--- config.mk ---
export PLATFORM = sky130hd
export DESIGN_NAME = wma_front
export DESIGN_NICKNAME = d
export VERILOG_FILES = /design/src/rtl/core/weighted_moment_accumulator_top_defines.svh /design/src/rtl/core/wma_pkg.sv /design/src/rtl/core/wma_front.sv
export SDC_FILE = /design/constraint.sdc
export NUM_CORES = 2
export LEC_CHECK = 0
export BUFFER_PORTS_ARGS = -buffer_cell sky130_fd_sc_hd__buf_2
export CELL_PAD_IN_SITES_DETAIL_PLACEMENT = 2
export CELL_PAD_IN_SITES_GLOBAL_PLACEMENT = 2
export CORE_UTILIZATION = 40
export DETAILED_ROUTE_END_ITERATION = 12
export HOLD_SLACK_MARGIN = 0.05
export PLACE_DENSITY = 0.84
export SLEW_MARGIN = 20
export SYNTH_ARGS = -nofsm -noshare
export SYNTH_HDL_FRONTEND = slang
export SYNTH_SLANG_ARGS = --single-unit
--- constraint.sdc ---
create_clock -name clk -period 7.1 [get_ports clk]
set_input_delay 0.71 -clock clk [delete_from_list [all_inputs] [get_ports clk]]
set_output_delay 0.71 -clock clk [all_outputs]
set_load 0.1 [all_outputs]
--- src/rtl/core/weighted_moment_accumulator_top_defines.svh ---
// Assertion helpers shared by the accumulator core.
// Each helper samples on clk and is disabled while rst_n is low.
`ifndef WEIGHTED_MOMENT_ACCUMULATOR_TOP_DEFINES_SVH
`define WEIGHTED_MOMENT_ACCUMULATOR_TOP_DEFINES_SVH

// Check a property in the same cycle.
`define WMA_ASSERT(lbl, prop, msg) \
    lbl: assert property (@(posedge clk) disable iff (!rst_n) (prop)) else $error(msg);

// Check a consequence in the cycle after the antecedent.
`define WMA_ASSERT_NEXT(lbl, ante, cons, msg) \
    lbl: assert property (@(posedge clk) disable iff (!rst_n) (ante) |=> (cons)) else $error(msg);

`endif

--- src/rtl/core/wma_pkg.sv ---
`default_nettype none

package wma_pkg;

    localparam int SUM_W     = 58;
    localparam int COUNT_W   = 16;
    localparam int WSUM_W    = 24;

    // Samples beyond this count are ignored
    localparam logic [COUNT_W-1:0] MAX_EVENTS = 16'd65535;

    // Default depth of the queue between front and back
    localparam int QUEUE_DEPTH_DEF = 2;

    // Action codes
    localparam logic ACT_ADD    = 1'b0;
    localparam logic ACT_REPORT = 1'b1;

    typedef enum logic [1:0] {
        ST_OK          = 2'd0,
        ST_ZERO_WEIGHT = 2'd1,
        ST_FULL        = 2'd2
    } status_t;

    // Snapshot of the accumulators after one item, handed to the back end
    typedef struct packed {
        logic [COUNT_W-1:0]       count;
        logic [WSUM_W-1:0]        wsum;
        logic signed [SUM_W-1:0]  s1;
        logic signed [SUM_W-1:0]  s2;
        logic signed [SUM_W-1:0]  s3;
        logic [1:0]               order;
        status_t                  status;
    } snap_t;

    // One finished result
    typedef struct packed {
        logic [COUNT_W-1:0]  count;
        logic signed [19:0]  mean;
        logic [29:0]         variance;
        logic [18:0]         dev;
        logic signed [20:0]  skew;
        logic signed [41:0]  raw;
        status_t             status;
    } res_t;

endpackage

`default_nettype wire

--- src/rtl/core/wma_front.sv ---
`default_nettype none

module wma_front (
    input  wire                 clk,
    input  wire                 rst_n,
    input  wire                 in_valid,
    output logic                in_ready,
    input  wire                 in_action,
    input  wire signed [11:0]   in_value,
    input  wire [7:0]           in_weight,
    input  wire [1:0]           in_order,
    input  wire                 room,
    output logic                push,
    output wma_pkg::snap_t      push_data
);
    import wma_pkg::*;

    typedef enum logic [2:0] {
        F_IDLE,
        F_M1,
        F_M2,
        F_M3,
        F_COMMIT
    } fstate_t;

    fstate_t                 state_reg;
    logic                    add_reg;
    logic                    full_reg;
    logic signed [11:0]      x_reg;
    logic [7:0]              w_reg;
    logic [1:0]              order_reg;
    logic signed [20:0]      p1_reg;
    logic signed [32:0]      p2_reg;
    logic signed [44:0]      p3_reg;
    logic [COUNT_W-1:0]      count_reg;
    logic [WSUM_W-1:0]       wsum_reg;
    logic signed [SUM_W-1:0] s1_reg;
    logic signed [SUM_W-1:0] s2_reg;
    logic signed [SUM_W-1:0] s3_reg;

    logic                    accept;
    logic signed [20:0]      p1_full;
    logic signed [32:0]      p2_full;
    logic signed [44:0]      p3_full;
    logic [COUNT_W-1:0]      count_new;
    logic [WSUM_W-1:0]       wsum_new;
    logic signed [SUM_W-1:0] s1_new;
    logic signed [SUM_W-1:0] s2_new;
    logic signed [SUM_W-1:0] s3_new;

    assign in_ready = (state_reg == F_IDLE) && room;
    assign accept   = in_valid && in_ready;
    assign push     = (state_reg == F_COMMIT);

    // Build the weighted powers one multiply per cycle
    assign p1_full = $signed({1'b0, w_reg}) * x_reg;
    assign p2_full = p1_reg * x_reg;
    assign p3_full = p2_reg * x_reg;

    // Updated accumulators, applied at commit
    always_comb
    begin
        count_new = count_reg;
        wsum_new  = wsum_reg;
        s1_new    = s1_reg;
        s2_new    = s2_reg;
        s3_new    = s3_reg;
        if (add_reg)
        begin
            count_new = count_reg + 1'b1;
            wsum_new  = wsum_reg + WSUM_W'(w_reg);
            s1_new    = s1_reg + SUM_W'(p1_reg);
            s2_new    = s2_reg + SUM_W'(p2_reg);
            s3_new    = s3_reg + SUM_W'(p3_reg);
        end
        push_data.count = count_new;
        push_data.wsum  = wsum_new;
        push_data.s1    = s1_new;
        push_data.s2    = s2_new;
        push_data.s3    = s3_new;
        push_data.order = order_reg;
        if (full_reg)
            push_data.status = ST_FULL;
        else if (wsum_new == '0)
            push_data.status = ST_ZERO_WEIGHT;
        else
            push_data.status = ST_OK;
    end

    // Sequence one beat through the multiplies and commit it
    always_ff @(posedge clk or negedge rst_n)
    begin
        if (!rst_n)
        begin
            state_reg <= F_IDLE;
            add_reg   <= 1'b0;
            full_reg  <= 1'b0;
            count_reg <= '0;
            wsum_reg  <= '0;
            s1_reg    <= '0;
            s2_reg    <= '0;
            s3_reg    <= '0;
        end
        else
        begin
            case (state_reg)
                F_IDLE:
                begin
                    if (accept)
                    begin
                        x_reg     <= in_value;
                        w_reg     <= in_weight;
                        order_reg <= in_order;
                        full_reg  <= (in_action == ACT_ADD) && (count_reg >= MAX_EVENTS);
                        add_reg   <= (in_action == ACT_ADD) && (count_reg < MAX_EVENTS);
                        state_reg <= F_M1;
                    end
                end
                F_M1:
                begin
                    p1_reg    <= p1_full;
                    state_reg <= F_M2;
                end
                F_M2:
                begin
                    p2_reg    <= p2_full;
                    state_reg <= F_M3;
                end
                F_M3:
                begin
                    p3_reg    <= p3_full;
                    state_reg <= F_COMMIT;
                end
                F_COMMIT:
                begin
                    count_reg <= count_new;
                    wsum_reg  <= wsum_new;
                    s1_reg    <= s1_new;
                    s2_reg    <= s2_new;
                    s3_reg    <= s3_new;
                    state_reg <= F_IDLE;
                end
                default:
                begin
                    state_reg <= F_IDLE;
                end
            endcase
        end
    end

endmodule

`default_nettype wire

Word level (Yosys, flattened, before mapping)

Index checks and enable logic that the tools add are counted.
Widths: inputs -> output; s select.

Add/subtract/negate cells: 5
Multipliers: 3
Order comparisons: 2
Equal/unequal tests: 5
Mux-type cells: 9
Bitwise gates (word level): 1
Reductions and logical operators: 11

Operators by type and width:

| cell                  | count |
|---|---|
| $mux 58               | 3 |
| $add 58x21->58        | 1 |
| $add 58x33->58        | 1 |
| $add 58x45->58        | 1 |
| $mul 33x12->45        | 1 |
| $mul 21x12->33        | 1 |
| $add 24x8->24         | 1 |
| $logic_not 24->1      | 1 |
| $mux 24               | 1 |
| $mul 9x12->21         | 1 |
| $add 16x1->16 const B | 1 |
| $ge 16x16->1 const B  | 1 |
| $lt 16x16->1 const B  | 1 |
| $mux 16               | 1 |
| $pmux 3 s4            | 1 |
| $reduce_and 2->1      | 4 |
| $eq 3x2->1 const B    | 2 |
| $logic_and 1x1->1     | 4 |
| $eq 3x1->1 const B    | 1 |
| $eq 3x3->1 const B    | 1 |
| $logic_not 3->1       | 1 |
| $mux 3                | 1 |
| $reduce_and 3->1      | 1 |
| $mux 2                | 1 |
| 3 further kinds       | 3 |

Register bits after elaboration: 340
Input bits: 27
Output and inout bits: 220
Logic and storage cells: 50

Depth between registers and ports, before layout

Depth in word-level cells: 5
Gate-level depth with buffers: 24
Depth with buffers taken out: 22

Worst setup path after synthesis

No wires, ideal clock.

Kind: reg2out
From: register w_reg[1]
To: output push_data[0] (netlist name)
Data arrival time: 6170 ps
Required time: 6390 ps
Slack: 220 ps
Cell stages (with the launch flop): 14
Buffers on the path: 1
Cells stage by stage: edfxtp_1 > clkbuf_1 > inv_1 > fa_1 > nor2b_1 > o21ai_0 > a21boi_1 > o21a_1 > o41ai_4 > nand2b_1 > xnor2_1 > nor4b_1 > nand4_1 > nor4_1

RTL lines:

| what                   | line             | source |
|---|---|---|
| from (decl)            | wma_front.sv:30  | `logic [7:0] w_reg;` |
| from (signal assigned) | wma_front.sv:112 | `w_reg <= in_weight;` |
| to (decl)              | wma_front.sv:14  | `output wma_pkg::snap_t push_data` |

Worst setup path after layout

From: register x_reg[3]
To: register p3_reg[44] (data pin)

Cells in the longest elaborated chain, start to end: 1

RTL lines:

| what                   | line             | source |
|---|---|---|
| from (decl)            | wma_front.sv:29  | `logic signed [11:0] x_reg;` |
| from (signal assigned) | wma_front.sv:111 | `x_reg <= in_value;` |
| $mul 33x12->45         | wma_front.sv:58  | `assign p3_full = p2_reg * x_reg;` |
| net p3_full[44]        | wma_front.sv:44  | `logic signed [44:0] p3_full;` |
| to (signal assigned)   | wma_front.sv:131 | `p3_reg <= p3_full;` |
| to (decl)              | wma_front.sv:34  | `logic signed [44:0] p3_reg;` |

The timed path passes the listed nets, and every way through them passes these cells.
A chain may end at the register's enable or synchronous reset.

==> metrics.md <==
| Metric | Value |
|---|---|
| Register area share after synthesis | `18.0%` |
| CTS Buffer Depth | `3` |
| # IOs | `around 250` |
| CTS Sinks | `340` |
| Post-Route WL | `around 230 mm` |
| Non-filler cells, final | `~7600` |
| Status | `finished with violations` |
| CP arrival | `slightly below 8 ns` |
| Slowest CP cell | `a2111oi_1` |
| Synth Register Bits | `340` |
| Min-Delay Path Class | `in -> reg` |
| TritonCTS buffer count | `47` |
| Port Buf Inserts | `between 200 and 250` |
| Synth unique cells | `90` |
| Hold Slack | `around 0.20 ns` |
| Initial Utilization | `roughly 40%` |
| Relative slew slack | `19.6%` |
| WS Path Type | `reg -> reg` |
| CORE AREA | `about 130000 um2` |
| CTS tree | `done` |
| Layout cells sized above 1 | `between 10 and 15%` |
| Syn_nets | `6811` |
| Final setup margin | `-0.243 ns` |
| Area leader, netlist | `fa_1` |
| Period utilization | `103%` |
| DP Wirelength | `roughly 150 mm` |
| Slew Limit Fails | `0` |
| Global-route wire length before repair | `around 330 mm` |
| Routed length per instance | `a little over 30 um` |
| Setup violators final | `9` |
| Min Tclk post-route | `between 7 and 8 ns` |
| Final GP Congestion | `0.860` |
| Total grt overflow | `0` |
| Tightest Pin Transition | `between 1 and 1.5 ns` |
| Failing checks | `setup timing` |
| Root buf cell | `clkbuf_16` |
| DRC viols | `0` |
| Final Util | `44.2%` |
| Crit start category | `flip-flop` |
| Post-synth top cells | `929 x nand2_1, 866 x inv_1, 658 x fa_1, 384 x ha_1, 279 x a21oi_1` |
| DR vias | `~46000` |
| Clock latency at the later pin of the worst-skew pair | `around 0.68 ns` |
| Initial antenna violation count | `8` |
| Synth top area share | `between 20% and 30%` |
| Asr flop ratio synth | `between 60% and 70%` |
| Htree depth | `2` |
| Synth Cell Area | `slightly above 50000 um2` |
| Critical Path Most Common Cell | `fa_1` |
| CP required | `~7.5 ns` |
| Synth warn | `0` |
| Vias in the first global route | `around 50000` |
| MaxCap Viol Count | `0` |
| Ranking of synthesized cells by area | `fa_1 26%, dfrtp_1 11%, ha_1 9.5%` |
| Drt initial violations | `3563` |
| Area grow syn2layout | `9.80%` |
| Via/cell ratio | `6.04` |
| Reg-to-reg setup timing slack | `-0.24 ns` |
| Number of core rows | `130` |
| Inst Count DP | `7423` |
| Top FF cell, synth | `dfrtp_1` |
| Syn_area_per_cell | `approximately 8.8 um2` |
| Count leader, synth | `nand2_1` |
| 1st-pass router iterations | `8` |
| Final Hold Viols | `0` |
| Post-route antenna net violation count | `0` |
| Total Nets Final | `~6900` |
| Die X | `about 360 um` |
| Clk slew on worst S/H paths | `0.06 ns` |
| Fin Clk Skew | `between 0.04 and 0.05 ns` |
| Fmax | `roughly 140 MHz` |
| Die height | `around 360 um` |
| Total GRT Usage | `between 30% and 40%` |
| Crit path cell chain | `buf_4, nand2_1, fa_1, fa_1, fa_1, inv_1, fa_1, inv_1, fa_1, inv_1, ha_1, o21a_1, o21ai_0, a2111oi_1, o41a_1, and4_4, o21ai_2, nor3_1, a221oi_2, a31oi_1, xnor2_1` |
| Die area | `roughly 130000 um2` |
| Worst Setup End Kind | `flip-flop` |
| Gate Count Post-Synth | `5742` |
| Final instance area | `55500 um2` |
| Max FO, Critical Path | `15` |
| CP max stage delay | `approximately 0.88 ns` |
| Largest net degree at the start of global routing | `120` |
| Post-synth EDFFs | `roughly 120` |
| DP Area | `53400 um2` |
## worst max-delay path, delay by kind of cell, from the launching register on
family          cells  cell delay (ns)
compound gates      7             2.07
buf+inv             4             0.54
simple gates        3             0.74
fa+ha+maj           6             3.09
xor+xnor            1             0.12
flops               1             0.47
## area by class of cell
type | count | area [um2]
Clock inverter | 20 | 277
Multi-Input combinational cell | 4245 | 37200
Sequential cell | 340 | 9120
Clock buffer | 66 | 1350
Timing Repair Buffer | 372 | 2280
Fill cell | 13600 | 70100
Antenna cell | 2 | 5.00
Tap cell | 1650 | 2060
Inverter | 868 | 3260
## metal layers
layer  vias to the layer above  global-route usage [%]  routed length [um]
met5                         -                       0                  38
met4                         6                    17.2               17500
met3                      1012                    4.94               14300
met2                      2188                    59.4              114000
met1                     23700                    38.9               87100
li1                      18800                       -                   -
## path summary, 6_finish.rpt
check,start,endpoint,cells past startpoint
worst max-delay path,x_reg[3],p3_reg[44],21
worst min-delay path,in_order[0],order_reg[0],1
worst max register to register,x_reg[3],p3_reg[44],21
worst min register to register,s1_reg[57],s1_reg[57],1
max in group asynchronous,rst_n,s2_reg[8],3
min in group asynchronous,rst_n,s1_reg[55],2
## repair_timing
action                                  in CTS  in global routing
hold endpoints to repair                     7                  0
resized for setup                            4                  4
pin swaps                                    0                  0
buffers inserted                             6                 45
hold buffers                                 1                  0
endpoints found under the setup margin      11                  9
## cell usage in the layout, fill, tap and decap left out, types with 152 or more instances in the layout
| cell | synthesis | final |
|---|---|---|
| xnor2_1 | 215 | 215 |
| nor2_1 | 238 | 234 |
| mux2_2 | 212 | 212 |
| inv_1 | 866 | 864 |
| nand2_1 | 929 | 927 |
| o21ai_0 | 152 | 152 |
| ha_1 | 384 | 384 |
| and2_1 | 243 | 243 |
| buf_2 | 8 | 245 |
| fa_1 | 658 | 658 |
| dfrtp_1 | 219 | 218 |
| a21oi_1 | 279 | 278 |
## logic make-up after synthesis
| kind of cell | share of synthesized area [%] |
|---|---|
| AND/OR/NAND/NOR | 16.4 |
| multiplexers | 4.94 |
| flip-flops | 18.0 |
| XOR/XNOR | 5.49 |
| buffers and inverters | 8.62 |
| AO/OA/AOI/OAI | 11.0 |
| adder cells (fa/ha/maj) | 35.6 |
## through the flow
| stage | setup slack [ns] | TNS (ns) |
|---|---|---|
| global route | -0.273 | -1.44 |
| floorplan | 0.220 | 0 |
| CTS | 0.0111 | 0 |
| global placement | 0.329 | 0 |
| detailed placement | -0.564 | -1.52 |
| finish | -0.243 | -0.944 |
Power is not shown: default switching activity piles up to over one toggle a cycle in this logic, so the estimate is an artifact.
