### config.mk
export PLATFORM = sky130hd
export DESIGN_NAME = wma_queue
export DESIGN_NICKNAME = d
export VERILOG_FILES = /design/src/rtl/core/wma_pkg.sv /design/src/rtl/core/wma_queue.sv
export VERILOG_INCLUDE_DIRS = /design/src /design/src/rtl/core
export SDC_FILE = /design/constraint.sdc
export NUM_CORES = 1
export LEC_CHECK = 0
export BUFFER_PORTS_ARGS = -buffer_cell sky130_fd_sc_hd__buf_2
export CAP_MARGIN = 40
export CORE_MARGIN = 3
export CORE_UTILIZATION = 30
export DETAILED_ROUTE_END_ITERATION = 8
export GPL_ROUTABILITY_DRIVEN = 0
export PLACE_DENSITY = 0.55
export SLEW_MARGIN = 20
export SYNTH_ARGS = -nofsm -noshare
export SYNTH_HDL_FRONTEND = slang
export SYNTH_SLANG_ARGS = --single-unit
### constraint.sdc
create_clock -name clk -period 20.7 [get_ports clk]
set_input_delay 5.175 -clock clk [delete_from_list [all_inputs] [get_ports clk]]
set_output_delay 5.175 -clock clk [all_outputs]
set_load 0.02 [all_outputs]
### src/rtl/core/weighted_moment_accumulator_top_defines.svh
// Assertion helpers shared by the accumulator core.
// Each helper samples on clk and is disabled while rst_n is low.
`ifndef WEIGHTED_MOMENT_ACCUMULATOR_TOP_DEFINES_SVH
`define WEIGHTED_MOMENT_ACCUMULATOR_TOP_DEFINES_SVH

// Check a property in the same cycle.
`define WMA_ASSERT(lbl, prop, msg) \
    lbl: assert property (@(posedge clk) disable iff (!rst_n) (prop)) else $error(msg);

// Check a consequence in the cycle after the antecedent.
`define WMA_ASSERT_NEXT(lbl, ante, cons, msg) \
    lbl: assert property (@(posedge clk) disable iff (!rst_n) (ante) |=> (cons)) else $error(msg);

`endif

### src/rtl/core/wma_pkg.sv
`default_nettype none

package wma_pkg;

    localparam int SUM_W     = 58;
    localparam int COUNT_W   = 16;
    localparam int WSUM_W    = 24;

    // Samples beyond this count are ignored
    localparam logic [COUNT_W-1:0] MAX_EVENTS = 16'd65535;

    // Default depth of the queue between front and back
    localparam int QUEUE_DEPTH_DEF = 2;

    // Action codes
    localparam logic ACT_ADD    = 1'b0;
    localparam logic ACT_REPORT = 1'b1;

    typedef enum logic [1:0] {
        ST_OK          = 2'd0,
        ST_ZERO_WEIGHT = 2'd1,
        ST_FULL        = 2'd2
    } status_t;

    // Snapshot of the accumulators after one item, handed to the back end
    typedef struct packed {
        logic [COUNT_W-1:0]       count;
        logic [WSUM_W-1:0]        wsum;
        logic signed [SUM_W-1:0]  s1;
        logic signed [SUM_W-1:0]  s2;
        logic signed [SUM_W-1:0]  s3;
        logic [1:0]               order;
        status_t                  status;
    } snap_t;

    // One finished result
    typedef struct packed {
        logic [COUNT_W-1:0]  count;
        logic signed [19:0]  mean;
        logic [29:0]         variance;
        logic [18:0]         dev;
        logic signed [20:0]  skew;
        logic signed [41:0]  raw;
        status_t             status;
    } res_t;

endpackage

`default_nettype wire

### src/rtl/core/wma_queue.sv
`default_nettype none
`include "weighted_moment_accumulator_top_defines.svh"

module wma_queue #(
    parameter int DEPTH = wma_pkg::QUEUE_DEPTH_DEF
) (
    input  wire                 clk,
    input  wire                 rst_n,
    input  wire                 push,
    input  wire wma_pkg::snap_t push_data,
    output logic                room,
    input  wire                 pop,
    output logic                head_valid,
    output wma_pkg::snap_t      head_data
);
    import wma_pkg::*;

    localparam int PTR_W = (DEPTH > 1) ? $clog2(DEPTH) : 1;
    localparam int CNT_W = $clog2(DEPTH + 1);

    snap_t              mem_reg [DEPTH];
    logic [PTR_W-1:0]   wr_ptr_reg;
    logic [PTR_W-1:0]   rd_ptr_reg;
    logic [CNT_W-1:0]   fill_reg;

    assign room       = (fill_reg != CNT_W'(DEPTH));
    assign head_valid = (fill_reg != '0);
    assign head_data  = mem_reg[rd_ptr_reg];

    // Store entries
    always_ff @(posedge clk)
    begin
        if (push)
            mem_reg[wr_ptr_reg] <= push_data;
    end

    // Advance pointers and fill count
    always_ff @(posedge clk or negedge rst_n)
    begin
        if (!rst_n)
        begin
            wr_ptr_reg <= '0;
            rd_ptr_reg <= '0;
            fill_reg   <= '0;
        end
        else
        begin
            if (push)
                wr_ptr_reg <= (wr_ptr_reg == PTR_W'(DEPTH - 1)) ? '0 : wr_ptr_reg + 1'b1;
            if (pop)
                rd_ptr_reg <= (rd_ptr_reg == PTR_W'(DEPTH - 1)) ? '0 : rd_ptr_reg + 1'b1;
            if (push && !pop)
                fill_reg <= fill_reg + 1'b1;
            else if (pop && !push)
                fill_reg <= fill_reg - 1'b1;
        end
    end

    `WMA_ASSERT(a_no_overflow, !push || (fill_reg != CNT_W'(DEPTH)), "push into full queue")
    `WMA_ASSERT(a_no_underflow, !pop || (fill_reg != '0), "pop from empty queue")
    `WMA_ASSERT_NEXT(a_fill_up, push && !pop, fill_reg == $past(fill_reg) + 1'b1, "fill miscount")

endmodule

`default_nettype wire

# After elaboration in Yosys (flattened, before gate mapping)
# Memory sizes are Yosys's and may differ from the RTL's.
# Index checks and enable logic that the tools add are counted.
# word_totals
regBits	4
ram_bits	436
input_bits	222
out_inout_bits	220
word_cells	21
mem_count	1
# mem_list
name	depth	width	read_ports	rd_ports_with_merged_regs	wr	line	rtl
mem_reg	2	218	1	0	1	wma_queue.sv:21	snap_t mem_reg [DEPTH];
# classes
addsub	4
eq_ne	1
n_mux	6
reduce_logical	6
# op_table
operator	n
$mux 1	4
$mux 2	2
$reduce_bool 2->1	2
$add 1x1->1 const B	2
$add 2x1->2 const B	1
$logic_and 1x1->1	2
$logic_not 1->1	2
$ne 2x2->1 const B	1
$sub 2x1->2 const B	1

# Logic depth before layout (Yosys ltp)
# Gate-level depths: netlist of run 1.
# depth
depth_word	4
ltp_mapped	5
mapped_depth_nobuf	5

# Worst setup path before layout of run 1
# No wires, ideal clock.
# synth_timing
path_type	input-to-reg
from	input push
to	memory mem_reg[0][0] in the netlist's numbering (enable)
t_arrival_ps	14567
setup_slack_ps	5306
cell_stages	1
path_cell_list	nor2b_1
# synth_between
elab_chain_len	2
# synth_lines
element	line	rtl
start, declared	wma_queue.sv:9	input wire push,
$mux 1	wma_queue.sv:33	if (push)
$mux 1 (not written as such)	wma_queue.sv:34	mem_reg[wr_ptr_reg] <= push_data;
end, declared	wma_queue.sv:21	
# Every way passes these cells.

==> results of run 1 <==
[logic make-up after synthesis]
group	Yosys count	share of synthesized area, %
adder cells (fa/ha/maj)	1	0.0782
buffers and inverters	25	1.69
flip-flops	440	82.4
multiplexers	218	15.3
AND/OR/NAND/NOR	5	0.180
XOR/XNOR	5	0.274
[layout make-up]
type | count | area, µm²
Timing Repair Buffer | 459 | 2510
Clock buffer | 59 | 1260
Sequential cell | 440 | 13200
Tap cell | 688 | 861
Inverter | 1 | 3.75
Fill cell | 4900 | 32000
Multi-Input combinational cell | 229 | 2550
Clock inverter | 24 | 216
[synthesized netlist by cell type]
cell / n / area [µm²]
ha_1: 1 / 12.5
and2_1: 1 / 6.26
inv_1: 1 / 3.75
nand2b_1: 1 / 6.26
xor2_1: 4 / 35.0
edfxtp_1: 436 / 13100
buf_4: 1 / 7.51
or2_2: 1 / 6.26
nor2b_1: 1 / 6.26
xnor2_1: 1 / 8.76
nor2_1: 1 / 3.75
dfrtp_1: 4 / 100
mux2_2: 218 / 2450
buf_6: 23 / 259
[power by group]
group	total, mW	switching (mW)	leakage (nW)	internal [mW]
Sequential	1.22	0.0402	4.14	1.18
Clock	0.804	0.324	0.724	0.480
Combinational	0.947	0.577	2.79	0.369
Total	2.97	0.942	7.65	2.03
[through the flow]
step	power, mW	util, %	instances
floorplan	1.94	-	694
global placement	2.17	35.9	1808
detailed placement	2.21	36.3	1817
CTS	3.03	39.1	1900
global route	3.12	39.1	1900
finish	2.97	39.1	1900
[worst max-delay path by stage]
stage,endpoint,slack [ns],cells after the start
after floorplan,mem_reg[0][0]$_DFFE_PP_,5.31,1
after global placement,mem_reg[0][165]$_DFFE_PP_,12.42,4
after detailed placement,mem_reg[0][39]$_DFFE_PP_,12.93,5
after CTS,head_data[149],12.44,5
after global routing,head_data[77],12.36,5
final,head_data[3],12.58,5
[metal layers]
layer | vias to the layer above | global-route usage, %
met2 | 280 | 20.4
met3 | 63 | 4.51
met1 | 4009 | 14.3
met4 | 8 | 4.20
met5 | - | 0
li1 | 3747 | -
==> results.cfg, run 1 <==
[run_status]
status = completed

[timing]
skew_ns = 0.00699
worst_slew_pin_slew_ns = 0.719
hold_ws_ns = 0.497
fin_setup_tns_ns = 0
hold_viol_final = 0
clock.fmax_mhz = 123
min_period_over_period_pct = 39.2
layout_min_cycle_time_ns = 8.12
grt_setup_unrepaired = no
finalMaxSlewViolations = 0
setup_slack_ns = 12.58
max_slew_margin_pct = 52.1
setup_viol = 0

[placed_design]
post-place-ws_ns = 12.93
dpl_cell_area_um2 = 19100
hpwlAfterDp_um = 23900
io_buffers = 441

[logic_synthesis]
synthDistinctLibCells = 14
syn-num-nets = 917
synth-seq-cells = 440
synth_area_um2 = 16000
netlist_instances = 694
ys_seq_area_share_pct = 82.4
avgSynthCellArea_um2 = 23.1
synth_warnings = 0

[drt]
drt_first_iter_violations = 294
wl_met1_um = 13500
highest_layer = met5
vias = 8107
met2_length_um = 17500
drt_pre_antenna_iters = 4
routedWlPerCell_um = 18.4
postRouteWirelength_um = 35000
vias_per_cell = 4.27
drc = 0
ant_nets = 0
routed-wl-met3_um = 3100

[final_layout]
n_antenna_cell = 0
most-common-layout-cells = buf_2, edfxtp_1, mux2_2
mostFrequentLayoutCell = buf_2
area_growth_pct = 28.8
largest_reg_flops = 436
stdcell_area_um2 = 20600
fin_nets = 1401
layout-drive-gt1-share_pct = 61.2

[power_and_ir_drop]
power_density_nw_per_um2 = 144
ir_worst_vdd_v = 0.0000750
power.leakage_nw = 7.65

[global_routing]
grt_max_degree = 49
antenna_found_initial = 4
grt_pass1_vias = 8819
grt.overflow.total = 0
grt_pass1_wl_um = 52400
track_usage_pct = 12.1

[setup_path]
cp_max_fo = 41
max_stage_delay_ns = 0.62
critPathRequiredTime_ns = 15.53
cp-start-kind = flop
cp_slowest_cell = dfrtp_4
path_delay_family = buffers and inverters
cpMostUsedCell = buf_4
cp.arrival_ns = 2.94
path_cells = buf_4 > buf_4 > buf_12 > mux2_2 > buf_2
critical_path_class = flop to primary output
r2r.worst_path.cells = 4
rr_startpoint = wr_ptr_reg$_DFFE_PN0P_
r2r_slack_ns = 17.93
critical_path_buf_inv_count = 4
timing.rr.end = mem_reg[0][206]$_DFFE_PP_
endpoint_kind = primary output
cp-startpoint = rd_ptr_reg$_DFFE_PN0P_

[clock_tree]
cts_buffers = 47
clkTransAtPathRegs_ns = 0.06
hold_buffers = 0
clock_sinks = 440
cts_tree = built
postCtsSetupBuffers = 0
insertion_delay_ns = 0.55
cts-root-buf = clkbuf_16
ctsResizeCount = 0
clk_path_buf_depth = 3
h-tree-depth = 2

[floorplan]
boundaryPins = 442
dieArea_um2 = 56200
dieWidth_um = 237
core_area_um2 = 52700
die_y_um = 237
rows = 84
start_util_pct = 30.4

[worst_hold_path]
hold_path_class = flop to flop
hold_depth = 1
hold_end = fill_reg[1]$_DFFE_PN0P_
worstHoldStart = fill_reg[1]$_DFFE_PN0P_

[flow_run]
cap_violations = 0
Power figures use the tool's default switching activity.
==> run 2, diff against run 1 <==
Clock period 20.7 ns to 7.7 ns, I/O delays scaled along.
==> run 2 against run 1 <==
Against the previous run: first-iteration DRC count rose by 22%; via count up 0.28%; clock power rose to 2.6 times the previous value; worst setup slack got worse by 9.4 ns; non-clock buffer count fell by 9; register-to-register slack got worse by 13 ns; utilization decreased by 0.41 points; sequential power rose to 2.7 times the previous value; die area unchanged; cell count shrank 0.53%; cell area down 1.0%; critical endpoint is now head_data[6]; highest routed layer unchanged.
==> results.cfg, run 2 (synthesized netlist as in run 1, its figures left out) <==
[clock_tree]
cts-root-buf = clkbuf_16
cts_buffers = 48
clk_path_buf_depth = 3
insertion_delay_ns = 0.56
ctsResizeCount = 0
postCtsSetupBuffers = 0
clkTransAtPathRegs_ns = 0.05
cts_tree = built
clock_sinks = 440
hold_buffers = 0
h-tree-depth = 2

[run_status]
status = completed

[timing]
setup_slack_ns = 3.18
layout_min_cycle_time_ns = 4.52
min_period_over_period_pct = 58.7
worst_slew_pin_slew_ns = 0.862
grt_setup_unrepaired = no
setup_viol = 0
max_slew_margin_pct = 42.6
finalMaxSlewViolations = 0
fin_setup_tns_ns = 0
hold_viol_final = 0
clock.fmax_mhz = 221
skew_ns = 0.0160

[power_and_ir_drop]
power_density_nw_per_um2 = 385
share_seq_of_total_power_pct = 42.2
ir_worst_vdd_v = 0.000268
intPower_mw = 5.34
p_switching_mw = 2.50
switching_share_pct = 31.9
comb_power_share_pct = 31.1
p_clk_share_pct = 26.7
power.leakage_nw = 7.54

[drt]
postRouteWirelength_um = 35500
drt_pre_antenna_iters = 4
ant_nets = 0
vias_per_cell = 4.30
drc = 0
routedWlPerCell_um = 18.8
drt_first_iter_violations = 359
vias = 8130

[global_routing]
grt_max_degree = 120
grt_pass1_vias = 8727
grt.overflow.total = 0
track_usage_pct = 12.2
antenna_found_initial = 5
grt_pass1_wl_um = 52500

[floorplan]
rows = 84
core_area_um2 = 52700
boundaryPins = 442
dieWidth_um = 237
die_y_um = 237
start_util_pct = 30.4
dieArea_um2 = 56200

[setup_path]
cp_max_fo = 115
cp.arrival_ns = 2.60
critPathRequiredTime_ns = 5.78
critical_path_class = flop to primary output
cp-start-kind = flop
endpoint_kind = primary output

[flow_run]
cap_violations = 0

[final_layout]
area_growth_pct = 27.4
fin_nets = 1393
final_cell_count_no_fill = 1890
largest_reg_flops = 436
mostFrequentLayoutCell = buf_2
most-common-layout-cells = buf_2, edfxtp_1, mux2_2
layout-drive-gt1-share_pct = 60.9

[placed_design]
post-place-ws_ns = 3.48
hpwlAfterDp_um = 23900
io_buffers = 441
numPlacedInstances = 1808

[worst_hold_path]
hold_path_class = flop to flop
[run 2: path summary, 6_finish.rpt]
kind / startpoint / end / slack [ns] / depth (start not counted)
worst max-delay path: rd_ptr_reg$_DFFE_PN0P_ / head_data[6] / 3.18 / 3
worst min-delay path: fill_reg[1]$_DFFE_PN0P_ / fill_reg[1]$_DFFE_PN0P_ / 0.50 / 1
worst max register to register: wr_ptr_reg$_DFFE_PN0P_ / mem_reg[0][106]$_DFFE_PP_ / 5.23 / 3
worst min register to register: fill_reg[1]$_DFFE_PN0P_ / fill_reg[1]$_DFFE_PN0P_ / 0.50 / 1
max in group asynchronous: rst_n / rd_ptr_reg$_DFFE_PN0P_ / 6.40 / 1
min in group asynchronous: rst_n / fill_reg[0]$_DFFE_PN0P_ / 1.16 / 1
[run 2: cell type report]
| class | instances | area, µm² |
|---|---|---|
| Timing Repair Buffer | 450 | 2350 |
| Tap cell | 688 | 861 |
| Clock inverter | 19 | 151 |
| Inverter | 1 | 3.75 |
| Clock buffer | 61 | 1270 |
| Multi-Input combinational cell | 229 | 2550 |
| Antenna cell | 2 | 5.00 |
| Fill cell | 4850 | 32300 |
| Sequential cell | 440 | 13200 |
[run 2: critical path: stages, from the launching register on]
cell     delay [ns]
dfrtp_4        0.74
buf_12         0.45
mux2_2         0.42
buf_2          0.16
[run 2: per-stage QoR]
step           area (µm²)  power, mW  hold slack, ns  util, %
2_1_floorplan       16000       5.14           0.456        -
3_3_place_gp        18900       5.82           0.473     35.9
3_5_place_dp        19000       5.86           0.489     36.0
4_1_cts             20400       8.01           0.501     38.7
5_1_grt             20400       8.25           0.518     38.7
6_report            20400       7.85           0.497     38.7
[run 2: metal layers]
| metal | vias to the layer above | routed length (µm) | global-route usage [%] |
|---|---|---|---|
| met3 | 60 | 3120 | 4.89 |
| met1 | 4034 | 13600 | 14.2 |
| met4 | 8 | 773 | 3.70 |
| met5 | - | 58 | 0 |
| li1 | 3729 | - | - |
| met2 | 299 | 17900 | 20.7 |
[run 2: power groups by stage]
stage	registers [mW]	logic [mW]	clock network (mW)
after global placement	3.40	2.43	0
after detailed placement	3.37	2.50	0
after CTS	3.32	2.51	2.18
final	3.31	2.44	2.09
after global routing	3.35	2.61	2.28
after floorplan	3.37	1.77	0
